==> src/hdl/tv_denoise_iterative_clip_unit_macros.svh <==
// Assertion macros used by the block's top-level RTL file.
// Depends on nothing; define ASSERT_OFF to drop every check.
`ifndef TV_DENOISE_ITERATIVE_CLIP_UNIT_MACROS_SVH
`define TV_DENOISE_ITERATIVE_CLIP_UNIT_MACROS_SVH

`ifndef ASSERT_OFF
`define TVDIC_ASSERT(LBL, CLK, RSTN, PROP) \
  LBL: assert property (@(posedge CLK) disable iff (!RSTN) PROP) \
    else $error("tvdic assertion failed");
`define TVDIC_ASSERT_IMP(LBL, CLK, RSTN, ANT, CON) \
  LBL: assert property (@(posedge CLK) disable iff (!RSTN) (ANT) |-> (CON)) \
    else $error("tvdic implication failed");
`else
`define TVDIC_ASSERT(LBL, CLK, RSTN, PROP)
`define TVDIC_ASSERT_IMP(LBL, CLK, RSTN, ANT, CON)
`endif

`endif

==> src/hdl/tvdic_pkg.sv <==
// Types and constants of the 1-D total-variation denoiser.
// No dependencies.
package tvdic_pkg;

  localparam int unsigned DATA_W   = 32;
  localparam int unsigned CFG_W    = 16;
  localparam int unsigned DIV_IN_W = 34;
  localparam int unsigned PADDR_W  = 3;

  localparam logic REG_REGULARITY = 1'b0;
  localparam logic REG_ITERATIONS = 1'b1;

  typedef struct packed {
    logic signed [DATA_W-1:0] sample;
    logic                     is_last;
  } in_word_t;

  typedef struct packed {
    logic signed [DATA_W-1:0] denoised;
    logic                     out_last;
  } out_word_t;

endpackage

==> src/hdl/tvdic_div3.sv <==
// Digit-serial round-to-nearest divide by three, one byte per cycle.
// Depends on tvdic_pkg.
module tvdic_div3 (
  input  logic                                    clk_i,
  input  logic                                    rst_ni,
  input  logic                                    start_i,
  input  logic signed [tvdic_pkg::DIV_IN_W-1:0]   dividend_i,
  output logic                                    done_o,
  output logic signed [tvdic_pkg::DATA_W-1:0]     quot_o
);
  import tvdic_pkg::*;

  localparam int unsigned NUM_W  = 40;
  localparam int unsigned DIGITS = NUM_W / 8;

  logic                 busy_q, busy_d;
  logic                 done_q, done_d;
  logic [2:0]           cnt_q, cnt_d;
  logic [1:0]           rem_q, rem_d;
  logic [NUM_W-1:0]     num_q, num_d;
  logic [NUM_W-1:0]     quo_q, quo_d;
  logic [9:0]           part;
  logic [19:0]          prod;
  logic [7:0]           qdig;
  logic [9:0]           back;
  logic signed [NUM_W-1:0] biased;

  // floor((d+1)/3): bias by three times 2^32 so the long division stays unsigned
  assign biased = NUM_W'(dividend_i) + NUM_W'(1'b1) + (NUM_W'(3) << 32);
  assign part   = {rem_q, num_q[NUM_W-1 -: 8]};
  assign prod   = 20'(part) * 20'd683;
  assign qdig   = prod[18:11];
  assign back   = part - 10'(10'(qdig) * 10'd3);

  always_comb begin
    busy_d = busy_q;
    done_d = 1'b0;
    cnt_d  = cnt_q;
    rem_d  = rem_q;
    num_d  = num_q;
    quo_d  = quo_q;
    if (start_i) begin
      busy_d = 1'b1;
      cnt_d  = '0;
      rem_d  = '0;
      num_d  = NUM_W'(biased);
      quo_d  = '0;
    end else if (busy_q) begin
      rem_d = back[1:0];
      num_d = num_q << 8;
      quo_d = {quo_q[NUM_W-9:0], qdig};
      cnt_d = 3'(cnt_q + 1'b1);
      if (cnt_q == 3'(DIGITS - 1)) begin
        busy_d = 1'b0;
        done_d = 1'b1;
      end
    end
  end

  always_ff @(posedge clk_i or negedge rst_ni) begin
    if (!rst_ni) begin
      busy_q <= 1'b0;
      done_q <= 1'b0;
      cnt_q  <= '0;
      rem_q  <= '0;
    end else begin
      busy_q <= busy_d;
      done_q <= done_d;
      cnt_q  <= cnt_d;
      rem_q  <= rem_d;
    end
  end

  always_ff @(posedge clk_i) begin
    num_q <= num_d;
    quo_q <= quo_d;
  end

  // removing the bias of 2^32 leaves the low word unchanged
  assign done_o = done_q;
  assign quot_o = quo_q[DATA_W-1:0];

endmodule

==> config.mk <==
export PLATFORM = sky130hd
export DESIGN_NAME = tvdic_div3
export DESIGN_NICKNAME = d
export VERILOG_FILES = /design/src/hdl/tv_denoise_iterative_clip_unit_macros.svh /design/src/hdl/tvdic_pkg.sv /design/src/hdl/tvdic_div3.sv
export SDC_FILE = /design/constraint.sdc
export NUM_CORES = 1
export LEC_CHECK = 0
export BUFFER_PORTS_ARGS = -buffer_cell sky130_fd_sc_hd__buf_2
export CELL_PAD_IN_SITES_DETAIL_PLACEMENT = 1
export CELL_PAD_IN_SITES_GLOBAL_PLACEMENT = 1
export CORE_MARGIN = 4
export CORE_UTILIZATION = 51
export CTS_BUF_LIST = sky130_fd_sc_hd__clkbuf_4 sky130_fd_sc_hd__clkbuf_8
export CTS_CLUSTER_DIAMETER = 120
export CTS_CLUSTER_SIZE = 16
export DETAILED_ROUTE_END_ITERATION = 12
export GPL_TIMING_DRIVEN = 0
export PLACE_DENSITY_LB_ADDON = 0.1
export SYNTH_ARGS = -nofsm -noshare
export SYNTH_HDL_FRONTEND = slang
export SYNTH_SLANG_ARGS = --single-unit
==> constraint.sdc <==
create_clock -name clk_i -period 16.12 [get_ports clk_i]
set_input_delay 1.612 -clock clk_i [delete_from_list [all_inputs] [get_ports clk_i]]
set_output_delay 1.612 -clock clk_i [all_outputs]
set_load 0.05 [all_outputs]
==> impl_results.md, run 1 <==
- Status: finished, final reports clean
- Layout Nets: ~750
- Buffers on Ports: 69
- Switching share of power: around 45%
- FMAX: 176 MHz
- DR DRC count: 0
- Root Buffer: clkbuf_8
- #FFs+latches synth: just under 80
- VDD IR max: 0.000158 V
- Leak pwr: slightly above 3 nW
- Clock Latency Late Sink: 0.36 ns
- Initial Util: between 50% and 60%
- Worst Path Arrival: 5.88 ns
- Post-Layout Inst Area: 6220 sq um
- Crit start category: register
- Via count: 4128
- Fillers: 1227
- CTS tree: built
- Share of layout cells above drive strength 1: around 17%
- Post-CTS Setup Bufs: 0
- Die W: 112 um
- Post-synth net total: 667
- Master of the slowest instance on the critical path: edfxtp_1
- Worst-path cell chain: ha_1 > fa_1 > inv_1 > fa_1 > fa_1 > inv_1 > ha_1 > ha_1 > and3_4 > and3_1 > a211oi_2 > xnor2_1 > ha_1 > ha_1 > nor2_1 > xnor2_1 > xnor3_1 > xor3_1 > o22ai_2
- DR pass1 iterations: 4
- Post-synth EDFFs: 40
- First-pass GRT wire length: between 20 and 25 mm
- Clk_skew: 0.0132 ns
- Resized Gates After CTS: 0
- Synth Flop Type: edfxtp_1
- Die height: around 110 um
- NetSw: 559 uW
- Part of the power in the clock network: 10.6%
- GP Congestion: 0.823
- Tmin final: 5.67 ns
- Yosys warns: 0
- Buf+Inv Stages, Crit Path: 2
- Max Transition Viols Final: 0
- DRT iter0 DRCs: 112
- Placed Instance Area: 6040 sq um
- Yosys cell types: between 60 and 70
- GR Overflow Total: 0
- Hold crit path type: reg2reg
- Logic gate share of total power: 67.7%
- H-tree depth: 3
- Cells after synthesis: 545
- Max-cap violations: 0
- CP dominant cell by count: ha_1
- Sequential power share: 21.7%
- Slew headroom: about two fifths
- Final hold vios: 0
- Die ar.: between 10000 and 15000 sq um
- Crit path required time: ~16 ns
- Post-route ant nets: 0
- Share of the yosys chip area belonging to registers: 36.5%
- Post-DP HPWL: 11.0 mm
- Crit end category: register
- GRT Util Overall: between 20% and 30%
- Average routed wire per standard cell: 17.5 um
- Row count: 37
- Area grow syn2layout: 12.4%
- Worst-Margin Slew: 0.873 ns
- Longest Clk Path Bufs: 2
- Internal: 694 uW
- CP top delay family: adder cells
- Pre-CTS setup slack: roughly 10 ns
- TritonCTS Buffers: 9
- Crit Path Max Fanout: 7
- N_diodes: 0
- Initial antenna violation count: 0
- Setup tns final: 0 ns
- Vias in the first global route: roughly 4600
- Clk slew on worst S/H paths: 0.09 ns
- CTS Hold Bufs: 0
- Critical path's largest stage delay: 0.56 ns
- Final setup viols: 0
- Unrepaired setup endpoints after global routing: false
- Final period utilization: 35.2%
- Pwr dens: 202 nW/um^2
- Netlist Area Pre-Place: ~5500 sq um
- Num ports: 70
- Most frequent cells in the layout: nor2_1 (79), buf_2 (69), ha_1 (64)
- Final worst slack: ~10 ns
- FFs w/ async S/R, synth: 8.86%
- CTS Sinks: 79
- Drt total wl: 13.4 mm
- Commonest non-fill, non-tap cell in the layout: nor2_1
- Utilization after layout: 59.4%
- Post-Syn Area per Cell: 10.1 sq um
- Largest net degree at the start of global routing: 42
- Core ar.: 10500 sq um
- Vias per Instance: 5.39
- Critical path class: reg2reg
==> synthesized netlist by cell type, types with 5 or more instances <==
cell       n  share of area (%)
nor2_1    79                5.4
ha_1      64                 14
inv_1     62                4.2
edfxtp_1  40                 22
a21oi_1   33                3.0
dfxtp_1   32                 12
mux2i_1   27                4.9
nand2_1   26                1.8
xnor2_1   23                3.6
fa_1      21                7.6
xor2_1    17                2.7
nand3_1   15                1.4
clkbuf_1  10               0.68
o21ai_0    9               0.81
dfrtp_1    7                3.2
nand4_1    6               0.68
nor3_1     6               0.54
and3_1     5               0.57
nor2b_1    5               0.57
==> state kept, by name, summed over array words and instances (netlist names) <==
register	cells
rem_q	2
cnt_q	3
busy_q	1
done_o	1
quo_q	32
num_q	40
==> layer usage <==
metal	part of all wire, %	track usage [%]
met5	0	0
met4	2.1	6.89
met3	2.7	3.50
met2	53	40.4
met1	42	25.7
==> metrics by stage <==
stage | cells | power [mW] | hold slack, ns
6_report | 766 | 1.25 | 0.491
4_1_cts | 766 | 1.27 | 0.498
3_3_place_gp | 750 | 1.07 | 0.469
5_1_grt | 766 | 1.37 | 0.527
2_1_floorplan | 545 | 0.931 | 0.498
3_5_place_dp | 750 | 1.13 | 0.479
==> kinds of logic after synthesis <==
group	share of synthesized area, %
mux	5.16
xor+xnor	7.18
flops	36.5
fa+ha+maj	22.1
simple gates	15.7
compound gates	7.67
buf+inv	5.75
==> worst reg2reg max path: stages, from the launching register on <==
cell,delay [ns]
edfxtp_1,0.56
ha_1,0.42
fa_1,0.49
inv_1,0.05
fa_1,0.52
fa_1,0.55
inv_1,0.05
ha_1,0.28
ha_1,0.35
and3_4,0.18
and3_1,0.18
a211oi_2,0.31
xnor2_1,0.25
ha_1,0.32
ha_1,0.19
nor2_1,0.12
xnor2_1,0.13
xnor3_1,0.25
xor3_1,0.24
o22ai_2,0.07
==> worst paths after layout <==
path,cells past startpoint,startpoint,slack [ns],to
worst min register to register,2,quo_q[28]$_SDFFE_PP0P_,0.49,quo_q[28]$_SDFFE_PP0P_
worst max-delay path,19,num_q[33]$_DFFE_PP_,10.45,rem_q[1]$_DFFE_PN0P_
worst min-delay path,2,quo_q[28]$_SDFFE_PP0P_,0.49,quo_q[28]$_SDFFE_PP0P_
min in group asynchronous,1,rst_ni,1.09,cnt_q[1]$_DFFE_PN0P_
worst max register to register,19,num_q[33]$_DFFE_PP_,10.45,rem_q[1]$_DFFE_PN0P_
max in group asynchronous,1,rst_ni,14.86,busy_q$_DFF_PN0_
==> area by class of cell <==
cell class	count	area (sq um)	share of cell area, %
multi-input cells	389	3190	51.4
flip-flops and latches	79	2020	32.4
repair buffers	69	345	5.56
inverters	62	233	3.74
well taps	136	170	2.74
clock buffers	11	139	2.23
plain buffers	15	85.1	1.37
clock inverters	5	33.8	0.543
==> power by group through the flow <==
stage	clock [mW]	combinational [mW]	sequential, mW
2_1_floorplan	0	0.610	0.321
3_3_place_gp	0	0.799	0.274
3_5_place_dp	0	0.857	0.277
4_1_cts	0.134	0.862	0.273
5_1_grt	0.144	0.951	0.276
6_report	0.133	0.848	0.272
Power figures use the tool's default switching activity.
==> inputs of run 2 (changes only) <==
Settings changed: CORE_UTILIZATION 51 to 43.
Clock period 16.12 ns to 4.8 ns, I/O delays scaled along.
==> run 2 against run 1 <==
  * The run now ends with setup timing left
  * Count of clock-buffer cells in the layout did not move
  * Sequential share of layout area fell by 2.0 points
  * Cell count rose by 6.3%
  * Power rose to 4.0 times the previous value
  * Hold slack got worse by 0.059 ns
  * Global-route usage fell by 2.3 points
  * Clock power rose to 4.2 times the previous value
  * Critical endpoint unchanged
  * Highest routed layer unchanged
==> impl_results.md, run 2 (synthesized netlist as in run 1, its figures left out) <==
- H-tree depth: 3 (unchanged)
- Vias per Instance: 5.15 (was 5.39)
- Hold crit path type: in2reg (was reg2reg)
- Failing checks: setup timing
- Sequential power share: 18.1% (was 21.7%)
- GP Congestion: 0.817 (was 0.823)
- Crit start category: register (unchanged)
- Post-route ant nets: 0 (unchanged)
- Max reg flops: 40 (unchanged)
- Biggest register: num_q (unchanged)
- Die W: 121 um (was 112 um)
- Worst R2R Path Depth: 19 (unchanged)
- Final hold vios: 0 (unchanged)
- Largest net degree at the start of global routing: 42 (unchanged)
- Final setup viols: 1 (was 0)
- First-pass GRT wire length: 22.4 mm (was 22.1 mm)
- Worst-Margin Slew: 0.890 ns (was 0.873 ns)
- Via count: 4189 (was 4128)
- Area of the multi-input gates: 3410 sq um (was 3190 sq um)
- Internal: 2.87 mW (was 694 uW)
- Final period utilization: 109% (was 35.2%)
- Unrepaired setup endpoints after global routing: true (was false)
- Setup slack, reg-to-reg: -0.41 ns (was 10.45 ns)
- Layout Nets: 759 (was 747)
- Vias in the first global route: 4495 (was 4596)
- Tmin final: 5.21 ns (was 5.67 ns)
- Num ports: 70 (unchanged)
- Clock Latency Late Sink: 0.35 ns (was 0.36 ns)
- Core ar.: 12600 sq um (was 10500 sq um)
- Critical path class: reg2reg (unchanged)
- DR pass1 iterations: 4 (unchanged)
- N_diodes: 0 (unchanged)
- Row count: 41 (was 37)
- Crit end category: register (unchanged)
- FMAX: 192 MHz (was 176 MHz)
- CTS tree: built (unchanged)
- Logic gate share of total power: 70.9% (was 67.7%)
- Crit path required time: 5.00 ns (was 16.33 ns)
- Worst setup endpoint: rem_q[1]$_DFFE_PN0P_ (unchanged)
- Share of layout cells above drive strength 1: 22.0% (was 16.7%)
- Average routed wire per standard cell: 17.0 um (was 17.5 um)
- DR DRC count: 0 (unchanged)
- Initial antenna violation count: 0 (unchanged)
- Die height: 121 um (was 112 um)
- Most frequent cells in the layout: nor2_1 (78), buf_2 (69), inv_1 (58) (was nor2_1 (79), buf_2 (69), ha_1 (64))
- Part of the power in the clock network: 11.1% (was 10.6%)
- Setup tns final: -0.411 ns (was 0 ns)
- CP startpoint: num_q[38]$_SDFFCE_PP0P_ (was num_q[33]$_DFFE_PP_)
- CTS Sinks: 79 (unchanged)
- Top flop regs: num_q (40), quo_q (32), cnt_q (3) (unchanged)
- Fillers: 1450 (was 1227)
- Pwr dens: 758 nW/um^2 (was 202 nW/um^2)
- Switching share of power: 42.8% (was 44.6%)
- Worst r2r src: num_q[38]$_SDFFCE_PP0P_ (was num_q[33]$_DFFE_PP_)
- Final worst slack: -0.411 ns (was 10.45 ns)
- NetSw: 2.15 mW (was 559 uW)
- Pre-CTS setup slack: -0.674 ns (was 10.46 ns)
- Critical R2R Capture: rem_q[1]$_DFFE_PN0P_ (unchanged)
- Area grow syn2layout: 20.0% (was 12.4%)
- Longest Clk Path Bufs: 2 (unchanged)
- TritonCTS Buffers: 9 (unchanged)
- GRT Util Overall: 19.5% (was 21.8%)
- Status: finished with violations (was finished, final reports clean)
- Crit Path Max Fanout: 3 (was 7)
- Clk_skew: 0.0102 ns (was 0.0132 ns)
- Root Buffer: clkbuf_8 (unchanged)
- Slew headroom: 40.6% (was 41.7%)
- Drt total wl: 13.9 mm (was 13.4 mm)
- Max Transition Viols Final: 0 (unchanged)
- Die ar.: 14700 sq um (was 12600 sq um)
- Sequential Area: 2020 sq um (unchanged)
- Max-cap violations: 0 (unchanged)
- Worst Path Arrival: 5.42 ns (was 5.88 ns)
- Clk slew on worst S/H paths: 0.08 ns (was 0.09 ns)
- GR Overflow Total: 0 (unchanged)
- Commonest non-fill, non-tap cell in the layout: nor2_1 (unchanged)
- VDD IR max: 0.000399 V (was 0.000158 V)
- Initial Util: 43.8% (was 52.8%)
- Post-DP HPWL: 10.6 mm (was 11.0 mm)
- DRT iter0 DRCs: 138 (was 112)
- Leak pwr: 3.18 nW (was 3.09 nW)
- Buffers on Ports: 69 (unchanged)
## run 2: cell types whose count changed in the layout (fill, tap and decap cells not counted), moves of 3 or more
cell	delta
buf_4	+10
ha_1	-14
ha_4	+13
inv_1	-3
inv_2	+3
## run 2: worst min-delay path by stage
| stage | cells past startpoint | startpoint | slack [ns] | to |
|---|---|---|---|---|
| after floorplan | 0 | rst_ni | 0.18 | busy_q$_DFF_PN0_ |
| after global placement | 1 | rst_ni | 0.32 | cnt_q[0]$_DFFE_PN0P_ |
| after detailed placement | 1 | rst_ni | 0.34 | cnt_q[0]$_DFFE_PN0P_ |
| after CTS | 2 | dividend_i[0] | 0.40 | num_q[0]$_SDFFCE_PN0P_ |
| after global routing | 2 | dividend_i[0] | 0.43 | num_q[0]$_SDFFCE_PN0P_ |
| final | 2 | dividend_i[0] | 0.43 | num_q[0]$_SDFFCE_PN0P_ |
## run 2: layout make-up
cell class	instances	area share [%]
flip-flops and latches	79	30.4
multi-input cells	389	51.5
plain buffers	15	1.28
clock inverters	5	1.21
well taps	172	3.25
inverters	62	3.51
repair buffers	81	6.66
clock buffers	11	2.19
## run 2: metrics by stage
stage	hold slack [ns]	power (mW)	utilization [%]	area, sq um	cells
floorplan	0.184	3.21	-	5600	545
global placement	0.321	3.74	48.8	6160	786
detailed placement	0.335	3.88	48.8	6160	786
CTS	0.404	4.67	51.8	6540	813
global route	0.425	5.47	52.5	6630	814
finish	0.432	5.02	52.5	6630	814
## run 2: layer usage
layer	global-route usage, %	vias to the layer above	part of all wire, %
li1	-	2050	-
met1	22.9	2057	41
met2	36.4	70	55
met3	3.45	12	2.6
met4	4.97	0	1.3
met5	0	-	0
## run 2: worst max-delay path, stage by stage (launching register included)
cell	delay, ns
edfxtp_1	0.50
ha_1	0.36
ha_4	0.26
fa_1	0.47
inv_1	0.05
fa_1	0.45
fa_1	0.49
inv_1	0.06
ha_4	0.22
and3_4	0.19
o2111a_1	0.14
a211oi_4	0.35
xnor2_2	0.15
ha_1	0.36
ha_1	0.23
nor2_4	0.09
xnor2_1	0.14
xnor3_1	0.26
xor3_1	0.23
o22ai_2	0.06
## run 2: what timing repair did
action | CTS | global route
hold buffers | 1 | 0
pin swaps | 6 | 10
setup buffers | 10 | 1
setup endpoints to repair | 2 | 6
resized for setup | 10 | 15
endpoints found under the hold margin | 7 | 0
## run 2: power by group through the flow
stage	registers, mW	logic (mW)	clock network (mW)
after detailed placement	0.929	2.95	0
final	0.908	3.56	0.556
after CTS	0.910	3.18	0.577
after global routing	0.922	3.94	0.603
after global placement	0.925	2.81	0
after floorplan	1.08	2.13	0
==> inputs of run 3 (changes only) <==
Settings changed: CORE_ASPECT_RATIO set to 1.4.
==> run 3 against run 2 <==
  * Maximum frequency rose by 2.4%
  * Routed wire length fell by 0.43%
  * The run still ends with setup timing left
  * Cell count fell by 2.3%
  * Critical endpoint unchanged
  * Largest power group unchanged
  * Core utilization rose by 0.45 points
  * Die area rose by 0.18%
  * Count of clock-buffer cells in the layout rose by 2
  * Clock power fell by 16%
  * Global-route usage fell by 0.47 points
  * Sequential share of layout area rose by 0.052 points
  * Via count rose by 0.38%
  * Flip-flop and latch count did not move
==> impl_results.md, run 3 (synthesized netlist as in run 1, its figures left out) <==
- Placed Instance Area: 6140 sq um (was 6160 sq um)
- Top flop regs: num_q (40), quo_q (32), cnt_q (3) (unchanged)
- Tmin final: 5.09 ns (was 5.21 ns)
- Num ports: 70 (unchanged)
- VDD IR max: 0.000512 V (was 0.000399 V)
- Worst hold slack: 0.442 ns (was 0.432 ns)
- Biggest register: num_q (unchanged)
- CP dominant cell by count: fa_1
- Status: finished with violations (unchanged)
- Max Transition Viols Final: 0 (unchanged)
- DRT iter0 DRCs: 122 (was 138)
- Setup slack, reg-to-reg: -0.29 ns (was -0.41 ns)
- CP top delay family: adder cells (unchanged)
- Worst R2R Path Depth: 21 (was 19)
- Failing checks: setup timing (unchanged)
- Post-route ant nets: 0 (unchanged)
- Number of cells on the critical path: 21 (was 19)
- Crit Path Max Fanout: 4 (was 3)
- CTS Sinks: 79 (unchanged)
- Commonest non-fill, non-tap cell in the layout: nor2_1 (unchanged)
- DR pass1 iterations: 4 (unchanged)
- Hold crit path type: in2reg (unchanged)
- GR Overflow Total: 0 (unchanged)
- GRT Util Overall: 19.0% (was 19.5%)
- Buf+Inv Stages, Crit Path: 4 (was 2)
- Final setup viols: 1 (unchanged)
- Final period utilization: 106% (was 109%)
- Layout Nets: 762 (was 759)
- Post-Layout Inst Area: 6620 sq um (was 6630 sq um)
- Pwr dens: 731 nW/um^2 (was 758 nW/um^2)
- Logic gate share of total power: 71.4% (was 70.9%)
- Total chip power: 4.84 mW (was 5.02 mW)
- Row count: 48 (was 41)
- Die height: 142 um (was 121 um)
- TritonCTS Buffers: 9 (unchanged)
- Part of the power in the clock network: 9.7% (was 11.1%)
- Vias per Instance: 5.29 (was 5.15)
- Average routed wire per standard cell: 17.4 um (was 17.0 um)
- GP Congestion: 0.825 (was 0.817)
- Die W: 104 um (was 121 um)
- FMAX: 197 MHz (was 192 MHz)
- Slew headroom: 41.6% (was 40.6%)
- Worst-path cell chain: ha_2 > ha_4 > inv_2 > fa_1 > inv_1 > fa_1 > inv_1 > fa_1 > inv_2 > ha_4 > and3_4 > o2111a_1 > a211oi_4 > xnor2_2 > ha_1 > ha_2 > nor2_2 > xnor2_1 > xnor3_1 > xor3_1 > o22ai_2 (was ha_1 > ha_4 > fa_1 > inv_1 > fa_1 > fa_1 > inv_1 > ha_4 > and3_4 > o2111a_1 > a211oi_4 > xnor2_2 > ha_1 > ha_1 > nor2_4 > xnor2_1 > xnor3_1 > xor3_1 > o22ai_2)
- Initial antenna violation count: 0 (unchanged)
- Buffers on Ports: 69 (unchanged)
- Via count: 4205 (was 4189)
- Switching share of power: 42.7% (was 42.8%)
- First-pass GRT wire length: 22.4 mm (unchanged)
- CP startpoint: num_q[38]$_SDFFCE_PP0P_ (unchanged)
- Unrepaired setup endpoints after global routing: true (unchanged)
- Share of layout cells above drive strength 1: 22.9% (was 22.0%)
- Core ar.: 12500 sq um (was 12600 sq um)
- Max-cap violations: 0 (unchanged)
- Final hold vios: 0 (unchanged)
- H-tree depth: 3 (unchanged)
- Worst r2r src: num_q[38]$_SDFFCE_PP0P_ (unchanged)
- Drt total wl: 13.8 mm (was 13.9 mm)
- Vias in the first global route: 4655 (was 4495)
- Clock Latency Late Sink: 0.35 ns (about the same)
- Clk slew on worst S/H paths: 0.08 ns (about the same)
- Root Buffer: clkbuf_8 (unchanged)
- Worst Path Arrival: 5.29 ns (was 5.42 ns)
- Initial Util: 44.3% (was 43.8%)
- CTS tree: built (unchanged)
- NetSw: 2.07 mW (was 2.15 mW)
- Setup tns final: -0.288 ns (was -0.411 ns)
- Area grow syn2layout: 19.8% (was 20.0%)
- Crit end category: register (unchanged)
- Crit start category: register (unchanged)
- Critical path class: reg2reg (unchanged)
- Die ar.: 14800 sq um (was 14700 sq um)
- Post-DP HPWL: 10.9 mm (was 10.6 mm)
- Worst setup endpoint: rem_q[1]$_DFFE_PN0P_ (unchanged)
- N_diodes: 0 (unchanged)
- Clk_skew: 0.0112 ns (was 0.0102 ns)
- Largest net degree at the start of global routing: 42 (unchanged)
- Sequential power share: 18.9% (was 18.1%)
- Critical R2R Capture: rem_q[1]$_DFFE_PN0P_ (unchanged)
- Crit path required time: 5.01 ns (was 5.00 ns)
- Most frequent cells in the layout: nor2_1 (78), buf_2 (69), inv_1 (57) (was nor2_1 (78), buf_2 (69), inv_1 (58))
- Master of the slowest instance on the critical path: edfxtp_1 (unchanged)
- Longest Clk Path Bufs: 2 (unchanged)
- Fillers: 1431 (was 1450)
- Critical path's largest stage delay: 0.53 ns (was 0.50 ns)
- DR DRC count: 0 (unchanged)
- Internal: 2.77 mW (was 2.87 mW)
- Leak pwr: 3.17 nW (was 3.18 nW)
- Final worst slack: -0.288 ns (was -0.411 ns)
- Max reg flops: 40 (unchanged)
- Worst-Margin Slew: 0.875 ns (was 0.890 ns)
run 3: repair_timing:
item | 4_1_cts | 5_1_grt
pin swaps | 8 | 9
endpoints found under the setup margin | 3 | 6
hold buffers | 1 | 0
hold endpoints to repair | 7 | 0
resized for setup | 16 | 12
buffers inserted | 8 | 6
run 3: worst min-delay path by stage:
stage | to | slack [ns] | startpoint | cells past startpoint
CTS | num_q[0]$_SDFFCE_PN0P_ | 0.43 | dividend_i[0] | 2
floorplan | busy_q$_DFF_PN0_ | 0.18 | rst_ni | 0
global route | num_q[0]$_SDFFCE_PN0P_ | 0.42 | dividend_i[0] | 2
global placement | rem_q[1]$_DFFE_PN0P_ | 0.33 | rst_ni | 1
finish | num_q[0]$_SDFFCE_PN0P_ | 0.44 | dividend_i[0] | 2
detailed placement | rem_q[1]$_DFFE_PN0P_ | 0.34 | rst_ni | 1
run 3: layer usage:
layer / wire length [um] / track usage, % / up-vias
met3: 373 / 3.00 / 23
met4: 399 / 7.70 / 0
li1: - / - / 2056
met5: 0 / 0 / -
met1: 5090 / 19.0 / 2070
met2: 7950 / 38.7 / 56
run 3: power groups by stage:
stage          registers [mW]  clock network [mW]  logic (mW)
2_1_floorplan            1.08                   0        2.13
3_3_place_gp            0.925                   0        2.82
3_5_place_dp            0.928                   0        2.95
4_1_cts                 0.915               0.485        3.22
5_1_grt                 0.928               0.514        3.82
6_report                0.914               0.469        3.46
run 3: stage by stage:
step | cells | setup WS (ns) | utilization (%)
2_1_floorplan | 545 | -0.0930 | -
3_3_place_gp | 764 | -0.589 | 49.1
3_5_place_dp | 764 | -0.623 | 49.1
4_1_cts | 789 | -0.311 | 51.9
5_1_grt | 795 | -0.455 | 53.0
6_report | 795 | -0.288 | 53.0
run 3: area by class of cell:
type / instances / area [sq um] / share of cell area (%)
Buffer: 15 / 85.1 / 1.29
Clock inverter: 3 / 16.3 / 0.246
Multi-Input combinational cell: 389 / 3440 / 52.0
Clock buffer: 13 / 173 / 2.61
Inverter: 62 / 233 / 3.52
Timing Repair Buffer: 84 / 468 / 7.07
Tap cell: 150 / 188 / 2.84
Sequential cell: 79 / 2020 / 30.5
